--- src/rtl/gna_pkg.sv ---
// Shared types and constants for the grid neighbour average block.
// Used by the fifo, front, back and top modules under rtl; depends on nothing.
`default_nettype none

package gna_pkg;

  localparam int VAL_W      = 16;
  localparam int CFG_W      = 11;
  localparam int SUM_W      = VAL_W + 2;
  localparam int CNT_W      = 3;
  localparam int DIV3_SHIFT = 19;
  localparam logic [SUM_W-1:0] DIV3_MUL = SUM_W'(((1 << DIV3_SHIFT) + 1) / 3);

  localparam int FIFO_DEPTH = 4;
  localparam int FPTR_W     = $clog2(FIFO_DEPTH);
  localparam int FCNT_W     = $clog2(FIFO_DEPTH + 1);

  typedef enum logic [0:0] {
    REG_WIDTH  = 1'b0,
    REG_HEIGHT = 1'b1
  } cfg_reg_e;

  typedef struct packed {
    logic             emit;
    logic             cap;
    logic             last;
    logic             has_up;
    logic             has_down;
    logic             has_left;
    logic             has_right;
    logic [VAL_W-1:0] data;
    logic [VAL_W-1:0] up;
    logic [VAL_W-1:0] right;
  } gna_item_t;

endpackage

`default_nettype wire

--- src/rtl/gna_back.sv ---
// Back end: neighbour window, sum, divide by neighbour count, output register.
// Depends on gna_pkg; pops items from gna_fifo.
`default_nettype none

module gna_back (
  input  wire logic                       clk_i,
  input  wire logic                       rst_ni,
  input  wire gna_pkg::gna_item_t         head_i,
  input  wire logic                       avail_i,
  output logic                            pop_o,
  output logic                            m_axis_tvalid,
  input  wire logic                       m_axis_tready,
  output logic [gna_pkg::VAL_W-1:0]       m_axis_tdata,
  output logic                            m_axis_tlast
);
  import gna_pkg::*;

  logic             b1_valid_q, b1_valid_d;
  logic [SUM_W-1:0] sum_q, sum_d;
  logic [CNT_W-1:0] cnt_q, cnt_d;
  logic             b1_last_q, b1_last_d;
  logic [VAL_W-1:0] lft_q, lft_d;
  logic [VAL_W-1:0] mid_q, mid_d;
  logic             out_valid_q, out_valid_d;
  logic [VAL_W-1:0] out_data_q, out_data_d;
  logic             out_last_q, out_last_d;

  logic               out_en, pop;
  logic [2*SUM_W-1:0] prod;
  logic [VAL_W-1:0]   quot;

  always_comb begin
    out_en = !out_valid_q || m_axis_tready;
    pop    = avail_i && (!b1_valid_q || out_en);

    b1_valid_d = out_en ? 1'b0 : b1_valid_q;
    sum_d      = sum_q;
    cnt_d      = cnt_q;
    b1_last_d  = b1_last_q;
    lft_d      = lft_q;
    mid_d      = mid_q;
    if (pop && head_i.cap) begin
      mid_d = head_i.data;
    end
    if (pop && head_i.emit) begin
      b1_valid_d = 1'b1;
      sum_d = (head_i.has_up    ? SUM_W'(head_i.up)    : '0)
            + (head_i.has_down  ? SUM_W'(head_i.data)  : '0)
            + (head_i.has_left  ? SUM_W'(lft_q)        : '0)
            + (head_i.has_right ? SUM_W'(head_i.right) : '0);
      cnt_d = CNT_W'(head_i.has_up) + CNT_W'(head_i.has_down)
            + CNT_W'(head_i.has_left) + CNT_W'(head_i.has_right);
      b1_last_d = head_i.last;
      lft_d     = mid_q;
      mid_d     = head_i.right;
    end
  end

  // truncating divide by the neighbour count
  always_comb begin
    prod = (2*SUM_W)'(sum_q) * (2*SUM_W)'(DIV3_MUL);
    case (cnt_q)
      3'd4:    quot = sum_q[2 +: VAL_W];
      3'd3:    quot = prod[DIV3_SHIFT +: VAL_W];
      3'd2:    quot = sum_q[1 +: VAL_W];
      3'd1:    quot = sum_q[VAL_W-1:0];
      default: quot = '0;
    endcase
    out_valid_d = out_valid_q;
    out_data_d  = out_data_q;
    out_last_d  = out_last_q;
    if (out_en) begin
      out_valid_d = b1_valid_q;
      out_data_d  = quot;
      out_last_d  = b1_last_q;
    end
  end

  always_ff @(posedge clk_i or negedge rst_ni) begin
    if (!rst_ni) begin
      b1_valid_q  <= 1'b0;
      out_valid_q <= 1'b0;
    end else begin
      b1_valid_q  <= b1_valid_d;
      out_valid_q <= out_valid_d;
    end
  end

  always_ff @(posedge clk_i) begin
    sum_q      <= sum_d;
    cnt_q      <= cnt_d;
    b1_last_q  <= b1_last_d;
    lft_q      <= lft_d;
    mid_q      <= mid_d;
    out_data_q <= out_data_d;
    out_last_q <= out_last_d;
  end

  assign pop_o         = pop;
  assign m_axis_tvalid = out_valid_q;
  assign m_axis_tdata  = out_data_q;
  assign m_axis_tlast  = out_last_q;

endmodule

`default_nettype wire

--- config.mk ---
export PLATFORM = sky130hd
export DESIGN_NAME = gna_back
export DESIGN_NICKNAME = d
export VERILOG_FILES = /design/src/rtl/gna_pkg.sv /design/src/rtl/gna_back.sv
export SDC_FILE = /design/constraint.sdc
export NUM_CORES = 1
export LEC_CHECK = 0
export ABC_CLOCK_PERIOD_IN_PS = 12000
export BUFFER_PORTS_ARGS = -buffer_cell sky130_fd_sc_hd__buf_4
export CAP_MARGIN = 30
export CORE_MARGIN = 1.5
export CORE_UTILIZATION = 50
export DETAILED_ROUTE_END_ITERATION = 6
export PLACE_DENSITY = 0.68
export RECOVER_POWER = 25
export SYNTH_ARGS = -nofsm -noshare
export SYNTH_HDL_FRONTEND = slang
export SYNTH_SLANG_ARGS = --single-unit
--- constraint.sdc ---
create_clock -name clk_i -period 12 [get_ports clk_i]
set_input_delay 0.6 -clock clk_i [delete_from_list [all_inputs] [get_ports clk_i]]
set_output_delay 0.6 -clock clk_i [all_outputs]
set_load 0.02 [all_outputs]
# Word level (Yosys, flattened, before mapping)

Index checks and enable logic that the tools add are counted.

Multiply operators: 1
Reduce and logical (&&, ||, !) cells: 9
Multiplexer cells: 9
Divide/modulo/power cells: 0
$add $sub $neg: 6
Equal/unequal tests: 4
Shift-type cells: 0
Bitwise logic cells: 0
$lt $le $gt $ge: 0

Operators with widths:

| operator                                                              | count |
|---|---|
| 16-bit two-way mux                                                    | 6 |
| 16-bit one-hot mux with 4 select lines                                | 1 |
| 18-bit by 18-bit multiplier with 35-bit output, second input constant | 1 |
| 17-bit by 16-bit adder with 18-bit output                             | 1 |
| 18-bit by 16-bit adder with 18-bit output                             | 1 |
| 16-bit by 16-bit adder with 17-bit output                             | 1 |
| 3-bit by 2-bit == test with 1-bit output, second input constant       | 2 |
| 2-bit nonzero test                                                    | 2 |
| 2-bit by 1-bit adder with 3-bit output                                | 1 |
| 3-bit by 1-bit adder with 3-bit output                                | 1 |
| 3-bit by 1-bit == test with 1-bit output, second input constant       | 1 |
| 3-bit == test, second input constant                                  | 1 |
| 1-bit logical AND                                                     | 3 |
| 1-bit by 1-bit adder with 2-bit output                                | 1 |
| 1-bit zero test                                                       | 2 |
| 1-bit logical OR                                                      | 2 |
| 1-bit two-way mux                                                     | 2 |

Bits in latches: 0
Memories: 0
RAM bits: 0
Word-level logic and storage cells: 38
Flip-flop bits (word level): 73
Output and inout port bits: 19
Bits of input ports: 59
Memory bits (read-only): 0

# Logic depth before layout (Yosys ltp)

Depth in word-level cells: 7
Gate-level depth with buffers: 21
Gate-level depth less buffers: 20

# Worst setup path after synthesis

OpenSTA, ideal clock, no wires.

Path type: register to register
From: register sum_q[2]
To: register out_data_q[12], in the netlist m_axis_tdata[12] (data pin)
Data arrival time: 5,230 ps
Path slack: 6,505 ps
Required time: 11,735 ps
Path buffers: 0
Clock period less this slack: 5,495 ps
Cell stages (with the launch flop): 19
Setup time: 265 ps
Path through: edfxtp_1 ha_1 fa_1 inv_1 fa_1 inv_1 fa_1 fa_1 inv_1 fa_1 inv_1 ha_1 a21o_1 a21oi_1 nor3b_2 a21oi_4 a21oi_2 nor4_1 or3_1

Cells in the longest elaborated chain, start to end: 2

RTL lines:

| what                                           | RTL line       | source |
|---|---|---|
| from (decl)                                    | gna_back.sv:19 | `logic [SUM_W-1:0] sum_q, sum_d;` |
| from (signal assigned)                         | gna_back.sv:90 | `sum_q <= sum_d;` |
| 18-bit by 18-bit multiplier with 35-bit output | gna_back.sv:61 | `prod = (2*SUM_W)'(sum_q) * (2*SUM_W)'(DIV3_MUL);` |
| 16-bit one-hot mux with 4 select lines         | gna_back.sv:62 | `case (cnt_q)` |
| net quot[12]                                   | gna_back.sv:30 | `logic [VAL_W-1:0] quot;` |
| to (signal assigned)                           | gna_back.sv:95 | `out_data_q <= out_data_d;` |
| to (decl)                                      | gna_back.sv:25 | `logic [VAL_W-1:0] out_data_q, out_data_d;` |

The timed path passes the listed nets, and every way through them passes these cells.
A chain may end at the register's enable or synchronous reset.

# Worst setup path in the final report

From: register sum_q[1]
To: register out_data_q[14], in the netlist m_axis_tdata[14] (data pin)

Same word-level chain as after synthesis.

==> results.md <==
* RSZ-0062 raised after global routing: false
* Routed vias/inst at 5.33
* Largest net degree at the start of global routing at 36
* Antenna Cells at 0
* CP required at 12200 ps
* Most numerous cell in the Yosys netlist: inv_1
* CTS tree: done
* EDFF count, synth at between 70 and 80
* Fin. max-slew vios at 0
* ANT nets after route at 0
* TritonRoute pass-1 iters at 7
* Asr flop ratio synth at roughly 2.7%
* Fmax at between 150 and 200 MHz
* Remaining DRCs at 0
* Critical path class: reg2reg
* Initial antenna violation count at 0
* Top-area cell type share of the netlist area at a little over a quarter
* Syn Inst Count at between 1000 and 1500
* Iter 0 DRT Violations at approximately 450
* Relative max-transition margin at around 29%
* Die height at 149 µm
* Yosys top cell by area: fa_1
* Outcome: finished clean
* Fraction of layout instances using a drive strength above 1 at between 8 and 9%
* Startpoint Class: register
* Placer congestion estimate at roughly 1.0
* Die area at around 22000 µm²
* I/O pin cnt at approximately 80
* Tot GR Track Use at between 20% and 30%
* Die Span X at between 100 and 150 µm
* GR Overflow Total at 0
* Initial core utilization at 51.0%
* Max Buffers Root-to-Sink at 2
* Vias in the first global route at 8097
* PnR worst setup slack at between 5000 and 6000 ps
* First-pass GRT wire length at just over 40 mm
* Port buffer count at 77
* CP Data Arrival Time at about 6300 ps
* CTS sink cnt at 73
* Fin. Hold Viols at 0
* HP Class: in2async
* Root cell of the clock tree: clkbuf_16
* Final wirelength at between 20 and 30 mm
* Post-CTS Setup Repair Bufs at 0
* Post-CTS sizing at 0
* Setup violators final at 0
* HPWL Detailed at approximately 21 mm
* Nets@finish at 1563
* Post-synth top cells: inv_1, ha_1, fa_1, nand2_1, edfxtp_1
* CP Capture Type: register
* Number of synthesized register bits at 73
* Hold buffers post-CTS at 0
* Syn. warnings at 0
* Pre-CTS setup slack at 5860 ps
* DR WL/cell at ~17 µm
* Sequential fraction of the synthesis area at between 20% and 30%
* TritonCTS buffer count at 9
* Max FO, Critical Path at 9
* Core Region at 21000 µm²
* Final Skew at between 10 and 15 ps
* H-tree levels at 3
* Synthesized Nets at approximately 1500
* Clock Latency Late Sink at around 350 ps
* Clk slew on worst S/H paths at 70 ps
* Worst path max stage delay at around 580 ps
* TNS Setup at 0 ps
* Reg2Reg Depth at 20
* Synth cell types at 56
* Avg Cell Area, Syn at 9.60 µm²
* CP max stage cell: edfxtp_1
* Site Rows at 53
* Top cells by area, synth: fa_1, ha_1, edfxtp_1
* Mapped Area at between 10000 and 15000 µm²
* Via count at around 8000
* Top cell by count, worst path: fa_1
* Max_cap viols at 0
* Area Growth Syn to Fin at 11.1%
* Tightest Pin Transition at 1070 ps
* Fillers at ~1800
* Final period util at just over 50%
* Final Critical Period at slightly above 6000 ps
* CP cell instances: ha_1 > xor2_1 > ha_1 > a21oi_1 > fa_1 > inv_1 > fa_1 > fa_1 > inv_1 > fa_1 > inv_1 > ha_1 > nand2_1 > o21ai_0 > o32ai_1 > a21oi_1 > a21oi_1 > a21boi_1 > mux2_1 > o21ai_1
* Top_reg_cell synth: edfxtp_1
## placed cells by master, fill, tap and decap left out, drive strengths merged, types with 4 or more instances in the layout
cell / instances
a21boi: 4
a21o: 14
a21oi: 47
a22oi: 17
a31oi: 4
and2: 20
and3: 8
buf: 76
clkbuf: 16
clkinv: 5
edfxtp: 71
fa: 140
ha: 174
inv: 289
nand2: 135
nand2b: 6
nand3: 10
nand3b: 4
nor2: 20
nor2b: 9
nor3: 5
o211ai: 4
o21ai: 29
o21bai: 9
o221ai: 10
xnor2: 23
xor2: 7
## worst max-delay path, delay by kind of cell (launching register included)
| family | cells | cell delay (ps) |
|---|---|---|
| AOI/OAI and AO/OA | 7 | 1290 |
| xor gates and xnor gates | 1 | 330 |
| adders and majority gates | 7 | 3190 |
| buffers and inverters | 3 | 150 |
| DFF | 1 | 580 |
| muxes | 1 | 340 |
| and+or+nand+nor | 1 | 100 |
## path summary, 6_finish.rpt
check / slack, ps / startpoint / endpoint
hold / removal: 30 / rst_ni / m_axis_tvalid$_DFFE_PN0P_
max in group asynchronous: 11850 / rst_ni / b1_valid_q$_DFFE_PN0P_
hold reg to reg: 420 / b1_last_q$_DFFE_PP_ / m_axis_tlast$_DFFE_PP_
setup reg to reg: 5870 / sum_q[1]$_DFFE_PP_ / m_axis_tdata[14]$_DFFE_PP_
min in group clk_i: 420 / b1_last_q$_DFFE_PP_ / m_axis_tlast$_DFFE_PP_
setup / recovery: 5870 / sum_q[1]$_DFFE_PP_ / m_axis_tdata[14]$_DFFE_PP_
## cells by family (layout without fill, tap and decap cells)
| group | Yosys count | count (layout) | synth area share (%) |
|---|---|---|---|
| and+or+nand+nor | 229 | 229 | 9.74 |
| DFF | 73 | 73 | 20.3 |
| muxes | 1 | 1 | 0.105 |
| buffers and inverters | 309 | 387 | 10.8 |
| AOI/OAI and AO/OA | 161 | 161 | 10.1 |
| xor gates and xnor gates | 30 | 30 | 2.45 |
| adders and majority gates | 314 | 314 | 46.4 |
## per-stage QoR
stage,hold slack (ps),cells,utilization (%),area [µm²]
2_1_floorplan,304,1117,-,10700
3_3_place_gp,383,1452,55.2,11600
3_5_place_dp,384,1453,55.2,11600
4_1_cts,19.4,1469,56.7,11900
5_1_grt,21.8,1470,56.7,11900
6_report,28.2,1470,56.7,11900
## per-layer routing
metal | part of all wire, % | GRT usage [%] | wire length [µm] | up-vias
li1 | - | - | - | 3752
met1 | 43 | 32.1 | 10900 | 3753
met2 | 48 | 40.3 | 12100 | 274
met3 | 6.2 | 3.99 | 1580 | 55
met4 | 3.1 | 7.77 | 784 | 0
met5 | 0 | 0 | 0 | -
## registers in the layout, summed over array words and instances, names as in the netlist
name	flops
lft_q	16
sum_q	18
m_axis_tdata	16
m_axis_tlast	1
mid_q	16
cnt_q	3
b1_last_q	1
b1_valid_q	1
m_axis_tvalid	1
## cell type report
| cell class | count | area (µm²) | share of cell area, % |
|---|---|---|---|
| Tap cell | 275 | 344 | 2.89 |
| Multi-Input combinational cell | 735 | 7380 | 61.9 |
| Sequential cell | 73 | 2180 | 18.3 |
| Clock inverter | 6 | 76.3 | 0.640 |
| Inverter | 289 | 1090 | 9.11 |
| Timing Repair Buffer | 82 | 609 | 5.11 |
| Clock buffer | 10 | 239 | 2.01 |
Power is left out: the tool's default activity adds up to more than one toggle a clock period on the data nets, which glitch-free logic cannot reach.
