### config.mk
export PLATFORM = sky130hd
export DESIGN_NAME = gna_fifo
export DESIGN_NICKNAME = d
export VERILOG_FILES = /design/src/rtl/gna_pkg.sv /design/src/rtl/gna_fifo.sv
export SDC_FILE = /design/constraint.sdc
export NUM_CORES = 1
export LEC_CHECK = 0
export ABC_AREA = 1
export ABC_CLOCK_PERIOD_IN_PS = 2700
export BUFFER_PORTS_ARGS = -buffer_cell sky130_fd_sc_hd__buf_2
export CAP_MARGIN = 10
export CORE_ASPECT_RATIO = 0.9
export CORE_UTILIZATION = 40
export CTS_BUF_LIST = sky130_fd_sc_hd__clkbuf_4
export DETAILED_ROUTE_END_ITERATION = 12
export GPL_ROUTABILITY_DRIVEN = 1
export HOLD_SLACK_MARGIN = 0.08
export SLEW_MARGIN = 20
export SYNTH_ARGS = -nofsm -noshare
export SYNTH_HDL_FRONTEND = slang
export SYNTH_SLANG_ARGS = --single-unit
### constraint.sdc
create_clock -name clk_i -period 2.7 [get_ports clk_i]
set_input_delay 0.54 -clock clk_i [delete_from_list [all_inputs] [get_ports clk_i]]
set_output_delay 0.54 -clock clk_i [all_outputs]
set_load 0.05 [all_outputs]
### src/rtl/gna_pkg.sv
// Shared types and constants for the grid neighbour average block.
// Used by the fifo, front, back and top modules under rtl; depends on nothing.
`default_nettype none

package gna_pkg;

  localparam int VAL_W      = 16;
  localparam int CFG_W      = 11;
  localparam int SUM_W      = VAL_W + 2;
  localparam int CNT_W      = 3;
  localparam int DIV3_SHIFT = 19;
  localparam logic [SUM_W-1:0] DIV3_MUL = SUM_W'(((1 << DIV3_SHIFT) + 1) / 3);

  localparam int FIFO_DEPTH = 4;
  localparam int FPTR_W     = $clog2(FIFO_DEPTH);
  localparam int FCNT_W     = $clog2(FIFO_DEPTH + 1);

  typedef enum logic [0:0] {
    REG_WIDTH  = 1'b0,
    REG_HEIGHT = 1'b1
  } cfg_reg_e;

  typedef struct packed {
    logic             emit;
    logic             cap;
    logic             last;
    logic             has_up;
    logic             has_down;
    logic             has_left;
    logic             has_right;
    logic [VAL_W-1:0] data;
    logic [VAL_W-1:0] up;
    logic [VAL_W-1:0] right;
  } gna_item_t;

endpackage

`default_nettype wire

### src/rtl/gna_fifo.sv
// Short queue of classified work items between front and back end.
// Depends on gna_pkg for the item type and depth.
`default_nettype none

module gna_fifo (
  input  wire logic                      clk_i,
  input  wire logic                      rst_ni,
  input  wire logic                      push_i,
  input  wire gna_pkg::gna_item_t        push_item_i,
  input  wire logic                      pop_i,
  output gna_pkg::gna_item_t             head_o,
  output logic                           avail_o,
  output logic [gna_pkg::FCNT_W-1:0]     count_o
);
  import gna_pkg::*;

  gna_item_t         mem_q [FIFO_DEPTH];
  logic [FPTR_W-1:0] wr_ptr_q, wr_ptr_d;
  logic [FPTR_W-1:0] rd_ptr_q, rd_ptr_d;
  logic [FCNT_W-1:0] count_q, count_d;

  always_comb begin
    wr_ptr_d = wr_ptr_q;
    rd_ptr_d = rd_ptr_q;
    count_d  = count_q;
    if (push_i) begin
      wr_ptr_d = (wr_ptr_q == FPTR_W'(FIFO_DEPTH - 1)) ? '0 : wr_ptr_q + FPTR_W'(1);
    end
    if (pop_i) begin
      rd_ptr_d = (rd_ptr_q == FPTR_W'(FIFO_DEPTH - 1)) ? '0 : rd_ptr_q + FPTR_W'(1);
    end
    if (push_i && !pop_i) begin
      count_d = count_q + FCNT_W'(1);
    end else if (!push_i && pop_i) begin
      count_d = count_q - FCNT_W'(1);
    end
  end

  always_ff @(posedge clk_i or negedge rst_ni) begin
    if (!rst_ni) begin
      wr_ptr_q <= '0;
      rd_ptr_q <= '0;
      count_q  <= '0;
    end else begin
      wr_ptr_q <= wr_ptr_d;
      rd_ptr_q <= rd_ptr_d;
      count_q  <= count_d;
    end
  end

  always_ff @(posedge clk_i) begin
    if (push_i) begin
      mem_q[wr_ptr_q] <= push_item_i;
    end
  end

  assign head_o  = mem_q[rd_ptr_q];
  assign avail_o = (count_q != '0);
  assign count_o = count_q;

endmodule

`default_nettype wire

; Word-level counts from Yosys, hierarchy flattened
; Memory sizes are Yosys's and may differ from the RTL's.
; Index checks and enable logic that the tools add are counted.
[word_totals]
ram_bits = 220
input_bits = 59
elab_cells = 22
n_memories = 1
regBits = 7
out_inout_bits = 59
latch_bits = 0
romBits = 0
[memory_table]
columns = memory, words, width, read_ports, rd_clocked_by_memory_dff, write_ports, line
row1 = mem_q, 4, 55, 1, 0, 1, gna_fifo.sv:17  ; gna_item_t mem_q [FIFO_DEPTH];
[op_classes]
reduce_logical = 6
shift = 0
n_addsub = 4
div = 0
magnitude_cmp = 0
n_bitwise = 0
n_eq_ne = 2
mul = 0
n_mux = 6
[ops]
columns = cell, n
row1 = two-way mux 3 bit, 2
row2 = "adder 2 x 1 -> 2 bit, second input constant", 2
row3 = "== test 2 bit, second input constant", 2
row4 = two-way mux 2 bit, 2
row5 = "adder 3 x 1 -> 3 bit, second input constant", 1
row6 = nonzero test 3 bit, 1
row7 = "subtractor 3 x 1 -> 3 bit, second input constant", 1
row8 = logical AND 1 bit, 2
row9 = zero test 1 bit, 2
row10 = two-way mux 1 bit, 2
row11 = nonzero test 2 bit, 1

; Logic depth before layout (Yosys ltp)
; Gate-level depths: netlist of the first run.
[logic_depth]
depth_word = 4
ltp_mapped = 9
ltp_nobuf = 9

; Worst setup path before layout of the first run
; Ideal clock, no wire load.
[synth_path]
path_type = register to register
from = reg wr_ptr_q[0]
to = mem mem_q[0][0] in the netlist's numbering (enable)
period_less_slack_ns = 2.142
t_arrival_ns = 1.733
path_stages_with_launch = 5
path_buffers = 0
required_time_ns = 2.291
setup_slack_ns = 0.558
setup_time_ns = 0.409
cell_sequence = dfrtp_1 inv_1 ha_1 nand2_1 inv_1
[synth_rtl]
columns = element, line
row1 = "start, declared", gna_fifo.sv:18  ; logic [FPTR_W-1:0] wr_ptr_q, wr_ptr_d;
row2 = "start signal, assigned", gna_fifo.sv:45  ; wr_ptr_q <= wr_ptr_d;
row3 = "end, declared", gna_fifo.sv:17
; Straight into the memory's write port.

==> results.tsv, run 1 <==
metric	value	unit
routed wire length	18.26	mm
largest net degree at the start of global routing	57	
Final Net Count	978	
Hold Path Sink	wr_ptr_q[0]$_DFFE_PN0P_	
CP required	2.16	ns
GRT overflow	0	
Avg Cell Area, Syn	13.25	µm²
Switching Fraction	0.4278	
Critical Path End Type	output pin	
Relative slew margins	0.6102	
Top FF cell, synth	edfxtp_1	
CP startpoint kind	flip-flop	
initial antenna violation count	0	
R2R cell count	5	
P per Cell Area	1139	mW/mm²
Final Critical Period	2.575	ns
Setup violations, final	0	
GP Congestion	0.7229	
Final Util	0.5097	
Hold Fails Final Rpt	0	
placement row count	52	
die width	161.8	µm
core footprint	0.02251	mm²
WHS Path Cells	2	
max-slew violations	0	
RSZ-0062 raised after global routing	true	
Switch Pwr	5.591	mW
root buffer cell	clkbuf_4	
Worst EP arrival	2.04	ns
Initial Utilization	0.4085	
Met3 Routed Length	1.161	mm
reg2reg end	mem_q[2][10]$_DFFE_PP_	
Worst Hold Launch	push_i	
highest metal used	met4	
clk slew on worst S/H paths	0.06	ns
first-pass GRT wire length	28.79	mm
run status	finished, final reports clean	
layout cell share with drive strength beyond 1	0.2463	
cell type with the largest total area after synthesis	edfxtp_1	
EDFF count, synth	220	
VDD IR-drop max	0.0007439	V
All-Layer GR Usage	0.1576	
clk buf depth	3	
syn_nets	760	
metal1 wirelength	8.143	mm
sequential fraction of the synthesis area	0.7375	
Final ANT Viol Nets	0	
Area Growth Syn to Fin	24.78	%
DRC	0	
Worst-Skew Late Latency	0.65	ns
DR iter-0 viols	272	
Total Power	13.07	mW
FMAX	388.3	MHz
Worst-Margin Slew	0.5838	ns
FILL cells	2001	
Cell Area, Synth	0.009195	mm²
top cell type's share of synthesized area	0.7185	
Max-Cap Viols	0	
Hold Crit Class	primary input to flip-flop	
H-tree Lvls	2	
Static Leakage	4.762	nW
Seq cells post-synth	227	
Final period util	0.9538	
cell with the most instances after synthesis	edfxtp_1	
Synth area leaders	edfxtp_1, o211ai_1, nand2_1, inv_1, buf_6	
n_diodes	0	
CTS tree	built	
count of cell types in the netlist	17	
Worst Clk Skew	0.02404	ns
total number of vias	5752	
reg-to-reg setup timing slack	0.92	ns
critical path fanouts, max	18	
clock power share	0.217	
Yosys warnings	0	
average wire per standard cell	14.69	µm
met2 wire len	8.687	mm
IO Count	118	
type of the worst setup path	flip-flop to output pin	
setup ws final	0.1248	ns
post-place setup slack	0.6132	ns
vias per inst	4.628	
Synth top cells by count	edfxtp_1, nand2_1, inv_1	
Die Y	145.8	µm
Sink Count	227	
hpwl dp	10.11	mm
FF-to-FF Start	wr_ptr_q[0]$_DFFE_PN0P_	
cells after synthesis	694	
vias in the first global route	5679	
Power Internal	7.478	mW
die area	0.02360	mm²
sequential power share	0.359	
Comb power frac	0.424	
DRT Pass-1 Iters	4	
TritonCTS Buffers	57	
ys async rst share	0.03084	
Port Buffer Count	117	
==> cells by family (layout without fill, tap and decap cells) <==
logic type | Yosys count | count (layout) | share of synthesized area
compound gates | 114 | 114 | 0.09199
xor+xnor | 1 | 1 | 0.0009527
fa+ha+maj | 7 | 7 | 0.01034
buf+inv | 159 | 411 | 0.08287
flops | 227 | 227 | 0.7375
simple gates | 186 | 186 | 0.07634
==> metrics by stage <==
| stage | area, µm² | hold WS [ns] | cells | setup TNS (ns) |
|---|---|---|---|---|
| finish | 11470 | 0.1880 | 1243 | 0 |
| global route | 11470 | 0.1887 | 1243 | -0.03857 |
| CTS | 11440 | 0.1338 | 1241 | 0 |
| detailed placement | 10080 | 0.3883 | 1088 | 0 |
| global placement | 10080 | 0.3885 | 1088 | 0 |
| floorplan | 9195 | 0.2444 | 694 | 0 |
==> cell type report <==
cell class,count,area (µm²),share of cell area
Sequential cell,227,6784,0.5913
Clock inverter,12,101.3,0.008833
Multi-Input combinational cell,308,1652,0.1439
Timing Repair Buffer,193,1456,0.1269
Inverter,123,483.0,0.04209
Clock buffer,81,608.1,0.05300
Tap cell,297,371.6,0.03239
Timing Repair inverter,2,17.52,0.001527
==> sequential cells by signal, indices dropped and copies added (netlist names) <==
register	cells
wr_ptr_q	2
mem_q	220
rd_ptr_q	2
count_o	3
==> layout by cell type, fill, tap and decap left out <==
cell type	n
edfxtp_1	220
nand2_1	181
inv_1	117
buf_2	113
o211ai_1	110
clkbuf_4	83
dlygate4sd3_1	57
buf_4	11
buf_12	7
ha_1	6
clkinv_1	6
inv_2	5
dfrtp_1	5
o21ai_0	4
inv_6	3
nor2_1	3
clkinv_2	3
buf_16	3
bufinv_16	2
dfrtp_2	2
inv_16	1
xnor2_1	1
nand3_1	1
nand4_1	1
fa_1	1
==> critical path, stage by stage, from the launching register on <==
cell and delay, ns:
dfrtp_2 0.45, inv_6 0.17, buf_4 0.25, o211ai_1 0.13, nand2_1 0.11, buf_2 0.27
==> power groups by stage <==
stage	clock network (mW)	registers, mW	logic, mW
2_1_floorplan	0	4.81	4.07
3_3_place_gp	0	4.73	5.33
3_5_place_dp	0	4.74	5.36
4_1_cts	2.93	4.68	5.57
5_1_grt	3.11	4.74	5.97
6_report	2.84	4.69	5.54
==> what timing repair did <==
item	CTS	global route
setup buffers	1	1
endpoints found under the setup margin	55	42
hold endpoints to repair	228	0
cloned	2	1
hold buffers	57	0
resized for setup	9	11
==> worst max path at each step <==
stage                                       start                     to  slack [ns]  cells after the start
after floorplan           wr_ptr_q[0]$_DFFE_PN0P_  mem_q[0][0]$_DFFE_PP_        0.56                      4
after global placement    rd_ptr_q[0]$_DFFE_PN0P_             head_o[43]        0.61                      5
after detailed placement  rd_ptr_q[0]$_DFFE_PN0P_             head_o[43]        0.61                      5
after CTS                 rd_ptr_q[1]$_DFFE_PN0P_             head_o[37]        0.01                      5
after global routing      rd_ptr_q[0]$_DFFE_PN0P_             head_o[37]       -0.02                      6
final                     rd_ptr_q[1]$_DFFE_PN0P_             head_o[37]        0.12                      5
==> routing by layer <==
metal / up-vias / track usage
met5: - / 0
met4: 0 / 0.05566
met3: 29 / 0.04731
met2: 149 / 0.2633
met1: 2690 / 0.1934
li1: 2884 / -
No activity file was read; power rests on OpenSTA's default activity.
==> inputs of run 2 (changes only) <==
--- a/config.mk
+++ b/config.mk
@@ -10,6 +10,7 @@
 export BUFFER_PORTS_ARGS = -buffer_cell sky130_fd_sc_hd__buf_2
 export CAP_MARGIN = 10
 export CORE_ASPECT_RATIO = 0.9
+export CORE_MARGIN = 2
 export CORE_UTILIZATION = 40
 export CTS_BUF_LIST = sky130_fd_sc_hd__clkbuf_4
 export DETAILED_ROUTE_END_ITERATION = 12
==> results.tsv, run 2 (same netlist as run 1, synthesis figures left out) <==
metric	value	unit	change
CP max stage delay	0.44	ns	was 0.45 ns
clk buf depth	3		unchanged
routed wire length	18.24	mm	was 18.26 mm
Critical Path End Type	output pin		unchanged
vias in the first global route	5834		was 5679
crit-path cells	inv_4, buf_12, o211ai_1, nand2_1, clkbuf_4		was inv_6, buf_4, o211ai_1, nand2_1, buf_2
Final period util	0.9407		was 0.9538
Hold Path Sink	mem_q[0][14]$_DFFE_PP_		was wr_ptr_q[0]$_DFFE_PN0P_
total number of vias	5779		was 5752
Worst Hold Launch	push_item_i[14]		was push_i
reg-to-reg setup timing slack	1.01	ns	was 0.92 ns
type of the worst setup path	flip-flop to output pin		unchanged
Max-Cap Viols	0		unchanged
CP required	2.16	ns	about the same
Power Internal	7.492	mW	was 7.478 mW
Area Growth Syn to Fin	24.78	%	unchanged
FF-to-FF Start	wr_ptr_q[0]$_DFFE_PN0P_		unchanged
Switch Pwr	5.617	mW	was 5.591 mW
Placed Cells incl. Taps	1091		was 1088
Worst EP arrival	2.00	ns	was 2.04 ns
Sink Count	227		unchanged
Final Critical Period	2.540	ns	was 2.575 ns
area of the multi-input gates	0.001652	mm²	unchanged
clk slew on worst S/H paths	0.06	ns	about the same
DR iter-0 viols	225		was 272
Port Buffer Count	117		unchanged
Static Leakage	4.766	nW	was 4.762 nW
layout cell share with drive strength beyond 1	0.2437		was 0.2463
run status	finished, final reports clean		unchanged
clock power share	0.221		was 0.217
hpwl dp	10.34	mm	was 10.11 mm
All-Layer GR Usage	0.1544		was 0.1576
sequential power share	0.357		was 0.359
P per Cell Area	1143	mW/mm²	was 1139 mW/mm²
FMAX	393.7	MHz	was 388.3 MHz
Relative slew margins	0.6954		was 0.6102
first-pass GRT wire length	28.90	mm	was 28.79 mm
WHS Path Cells	1		was 2
Final Net Count	978		unchanged
root buffer cell	clkbuf_4		unchanged
core footprint	0.02251	mm²	unchanged
RSZ-0062 raised after global routing	true		unchanged
Hold Crit Class	primary input to flip-flop		unchanged
post-route setup TNS	0	ns	unchanged
average wire per standard cell	14.55	µm	was 14.69 µm
H-tree Lvls	2		unchanged
Hold Fails Final Rpt	0		unchanged
Worst-Margin Slew	0.4568	ns	was 0.5838 ns
hold_ws	0.1499	ns	was 0.1880 ns
Setup violations, final	0		unchanged
VDD IR-drop max	0.0008148	V	was 0.0007439 V
CTS tree	built		unchanged
slowest CP cell	dfrtp_2		unchanged
Initial Utilization	0.4085		unchanged
die width	163.8	µm	was 161.8 µm
DRT Pass-1 Iters	5		was 4
max reg flops	220		unchanged
commonest non-fill, non-tap cell in the layout	edfxtp_1		unchanged
Die Y	147.8	µm	was 145.8 µm
GP Congestion	0.6828		was 0.7229
TritonCTS Buffers	58		was 57
Worst-Skew Late Latency	0.67	ns	was 0.65 ns
DRC	0		unchanged
die area	0.02422	mm²	was 0.02360 mm²
Final ANT Viol Nets	0		unchanged
R2R cell count	5		unchanged
GRT overflow	0		unchanged
Biggest register	mem_q		unchanged
placement row count	52		unchanged
largest net degree at the start of global routing	57		unchanged
sequential cell area	0.006784	mm²	unchanged
FILL cells	2007		was 2001
Cell Count, Final, Fillers Out	1254		was 1243
Worst Clk Skew	0.02630	ns	was 0.02404 ns
Switching Fraction	0.4285		was 0.4278
max-slew violations	0		unchanged
vias per inst	4.608		was 4.628
CP startpoint kind	flip-flop		unchanged
initial antenna violation count	0		unchanged
reg2reg end	mem_q[0][12]$_DFFE_PP_		was mem_q[2][10]$_DFFE_PP_
commonest non-fill, non-tap cells in the layout	edfxtp_1, nand2_1, inv_1		unchanged
CP Launch Point	rd_ptr_q[1]$_DFFE_PN0P_		unchanged
Final Cell Area	0.01147	mm²	unchanged
Final Util	0.5097		unchanged
Comb power frac	0.422		was 0.424
IO Count	118		unchanged
DP Area	0.01006	mm²	was 0.01008 mm²
critical path fanouts, max	30		was 18
run 2: layout make-up:
cell class              count  area share
multi-input cells         308      0.1439
repair buffers            193      0.1245
clock inverters            24     0.01265
repair inverters            1   0.0007634
well taps                 297     0.03239
clock buffers              80     0.05234
diodes                      1   0.0002181
inverters                 123     0.04188
flip-flops and latches    227      0.5913
run 2: worst max path at each step:
stage,endpoint,slack [ns]
3_3_place_gp,head_o[37],0.58
5_1_grt,head_o[52],0.002
2_1_floorplan,mem_q[0][0]$_DFFE_PP_,0.56
6_report,head_o[40],0.16
4_1_cts,head_o[44],0.03
3_5_place_dp,head_o[52],0.57
run 2: routing by layer:
metal | wire (µm) | share of wire | vias to the layer above | track usage
met4 | 317 | 0.017 | 0 | 0.05044
met1 | 7974 | 0.44 | 2698 | 0.1842
met3 | 1132 | 0.062 | 37 | 0.04461
met5 | 0 | 0 | - | 0
met2 | 8815 | 0.48 | 152 | 0.2687
li1 | - | - | 2892 | -
run 2: metrics by stage:
stage / total power [mW] / setup slack (ns)
detailed placement: 10.12 / 0.5697
global route: 13.94 / 0.001858
finish: 13.11 / 0.1602
CTS: 13.27 / 0.02670
floorplan: 8.883 / 0.5579
global placement: 10.07 / 0.5823
run 2: worst max-delay path: cells and delay by family, from the launching register on:
family | cells | cell delay (ns)
and+or+nand+nor | 1 | 0.12
AOI/OAI and AO/OA | 1 | 0.13
DFF | 1 | 0.44
buffers and inverters | 3 | 0.66
run 2: power by group through the flow:
stage          Combinational, mW  Clock (mW)  Sequential [mW]
6_report                    5.54        2.89             4.68
2_1_floorplan               4.07           0             4.81
3_5_place_dp                5.37           0             4.75
5_1_grt                     6.02        3.19             4.73
3_3_place_gp                5.34           0             4.73
4_1_cts                     5.58        3.01             4.69
run 2: timing repair:
| item | CTS | global route |
|---|---|---|
| hold buffers | 55 | 0 |
| gates cloned | 2 | 0 |
| endpoints found under the hold margin | 221 | 0 |
| buffers inserted | 1 | 0 |
| resized for setup | 12 | 11 |
| setup endpoints to repair | 48 | 20 |
==> inputs of run 3 (changes only) <==
--- a/config.mk
+++ b/config.mk
@@ -13,9 +13,11 @@
 export CORE_MARGIN = 2
 export CORE_UTILIZATION = 40
 export CTS_BUF_LIST = sky130_fd_sc_hd__clkbuf_4
+export CTS_CLUSTER_SIZE = 30
 export DETAILED_ROUTE_END_ITERATION = 12
 export GPL_ROUTABILITY_DRIVEN = 1
 export HOLD_SLACK_MARGIN = 0.08
+export PLACE_DENSITY = 0.64
 export SLEW_MARGIN = 20
 export SYNTH_ARGS = -nofsm -noshare
 export SYNTH_HDL_FRONTEND = slang
==> results.tsv, run 3 (same netlist as run 1, synthesis figures left out) <==
metric	value	unit	change
max reg flops	220		unchanged
root buffer cell	clkbuf_4		unchanged
run status	finished, final reports clean		unchanged
first-pass GRT wire length	28.39	mm	was 28.90 mm
setup ws final	0.1621	ns	was 0.1602 ns
max-slew violations	0		unchanged
vias per inst	4.551		was 4.608
Biggest register	mem_q		unchanged
Worst-Margin Slew	0.5399	ns	was 0.4568 ns
Hold Crit Class	primary input to flip-flop		unchanged
Sink Count	227		unchanged
FMAX	394.0	MHz	was 393.7 MHz
type of the worst setup path	flip-flop to output pin		unchanged
commonest non-fill, non-tap cell in the layout	edfxtp_1		unchanged
Relative slew margins	0.6401		was 0.6954
Static Leakage	4.770	nW	was 4.766 nW
Setup violations, final	0		unchanged
GRT overflow	0		unchanged
die area	0.02422	mm²	unchanged
post-place setup slack	0.6072	ns	was 0.5697 ns
die width	163.8	µm	unchanged
clk buf depth	3		unchanged
clk slew on worst S/H paths	0.05	ns	was 0.06 ns
Cell Count, Final, Fillers Out	1252		was 1254
core footprint	0.02251	mm²	unchanged
Max-Cap Viols	0		unchanged
DP Area	0.01007	mm²	was 0.01006 mm²
Worst EP arrival	2.00	ns	about the same
P per Cell Area	1147	mW/mm²	was 1143 mW/mm²
hpwl dp	10.37	mm	was 10.34 mm
routed wire length	18.14	mm	was 18.24 mm
total number of vias	5698		was 5779
IO Count	118		unchanged
Hold Fails Final Rpt	0		unchanged
average wire per standard cell	14.49	µm	was 14.55 µm
largest net degree at the start of global routing	49		was 57
layout cell share with drive strength beyond 1	0.2450		was 0.2437
critical path fanouts, max	48		was 30
Final Net Count	977		was 978
Final Critical Period	2.538	ns	was 2.540 ns
initial antenna violation count	0		unchanged
n_diodes	0		was 1
Placed Cells incl. Taps	1088		was 1091
DR iter-0 viols	295		was 225
Area Growth Syn to Fin	24.98	%	was 24.78%
Worst Clk Skew	0.03530	ns	was 0.02630 ns
CP required	2.16	ns	about the same
RSZ-0062 raised after global routing	true		unchanged
Final Cell Area	0.01149	mm²	was 0.01147 mm²
Initial Utilization	0.4085		unchanged
TritonCTS Buffers	59		was 58
DRC	0		unchanged
CTS tree	built		unchanged
GP Congestion	0.7266		was 0.6828
Port Buffer Count	117		unchanged
Critical Path End Type	output pin		unchanged
H-tree Lvls	2		unchanged
vias in the first global route	5685		was 5834
placement row count	52		unchanged
CP startpoint kind	flip-flop		unchanged
Die Y	147.8	µm	unchanged
commonest non-fill, non-tap cells in the layout	edfxtp_1, nand2_1, inv_1		unchanged
Final period util	0.9399		was 0.9407
All-Layer GR Usage	0.1517		was 0.1544
VDD IR-drop max	0.0007569	V	was 0.0008148 V
Final ANT Viol Nets	0		unchanged
Worst-Skew Late Latency	0.67	ns	about the same
DRT Pass-1 Iters	4		was 5
-- run 3: critical path, stage by stage (launching register included) --
cell and delay (ns):
dfrtp_2 0.41, bufinv_16 0.25, buf_12 0.22, nand2_1 0.09, o211ai_1 0.09, nand2_1 0.08
buf_2 0.21
-- run 3: area by class of cell --
| type | instances | area (µm²) |
|---|---|---|
| timing repair buffer | 190 | 1380 |
| clock buffer | 86 | 645.6 |
| fill | 1995 | 11020 |
| tap | 297 | 371.6 |
| timing repair inverter | 2 | 17.52 |
| clock inverter | 19 | 153.9 |
| sequential | 227 | 6784 |
| inverter | 123 | 488.0 |
| multi-input combinational | 308 | 1652 |
-- run 3: worst paths after layout --
kind	start	endpoint	slack, ns	depth (start not counted)
worst min register to register	count_o[2]$_DFFE_PN0P_	count_o[2]$_DFFE_PN0P_	0.50	2
worst max register to register	wr_ptr_q[0]$_DFFE_PN0P_	mem_q[2][0]$_DFFE_PP_	1.02	5
worst min-delay path	pop_i	rd_ptr_q[1]$_DFFE_PN0P_	0.19	2
worst max-delay path	rd_ptr_q[0]$_DFFE_PN0P_	head_o[17]	0.16	6
min in group asynchronous	rst_ni	rd_ptr_q[1]$_DFFE_PN0P_	0.27	2
max in group asynchronous	rst_ni	rd_ptr_q[0]$_DFFE_PN0P_	2.20	2
-- run 3: routing by layer --
metal  up-vias  global-route usage  wire length (µm)
li1       2894                   -                 -
met1      2651              0.1791              7876
met2       131              0.2607              8943
met3        22             0.04545              1030
met4         0             0.05833               288
met5         -                   0                 0
-- run 3: timing repair --
action                                  4_1_cts  5_1_grt
cloned                                        2        0
resized for setup                             8        1
buffers inserted                              1        0
hold endpoints to repair                    212        5
endpoints found under the setup margin       45        6
hold buffers                                 54        2
-- run 3: stage by stage --
| step | hold WS, ns | setup TNS [ns] | power (mW) | utilization |
|---|---|---|---|---|
| finish | 0.1888 | 0 | 13.18 | 0.5105 |
| global placement | 0.4003 | 0 | 10.02 | 0.4471 |
| detailed placement | 0.4016 | 0 | 10.10 | 0.4471 |
| CTS | 0.08336 | 0 | 13.37 | 0.5094 |
| global route | 0.1062 | -0.04299 | 13.99 | 0.5105 |
| floorplan | 0.2444 | 0 | 8.883 | - |
-- run 3: where the power goes --
group / switching [mW] / total [mW] / internal [mW]
Combinational: 4.10 / 5.47 / 1.36
Sequential: 0.149 / 4.67 / 4.52
Clock: 1.31 / 3.05 / 1.74
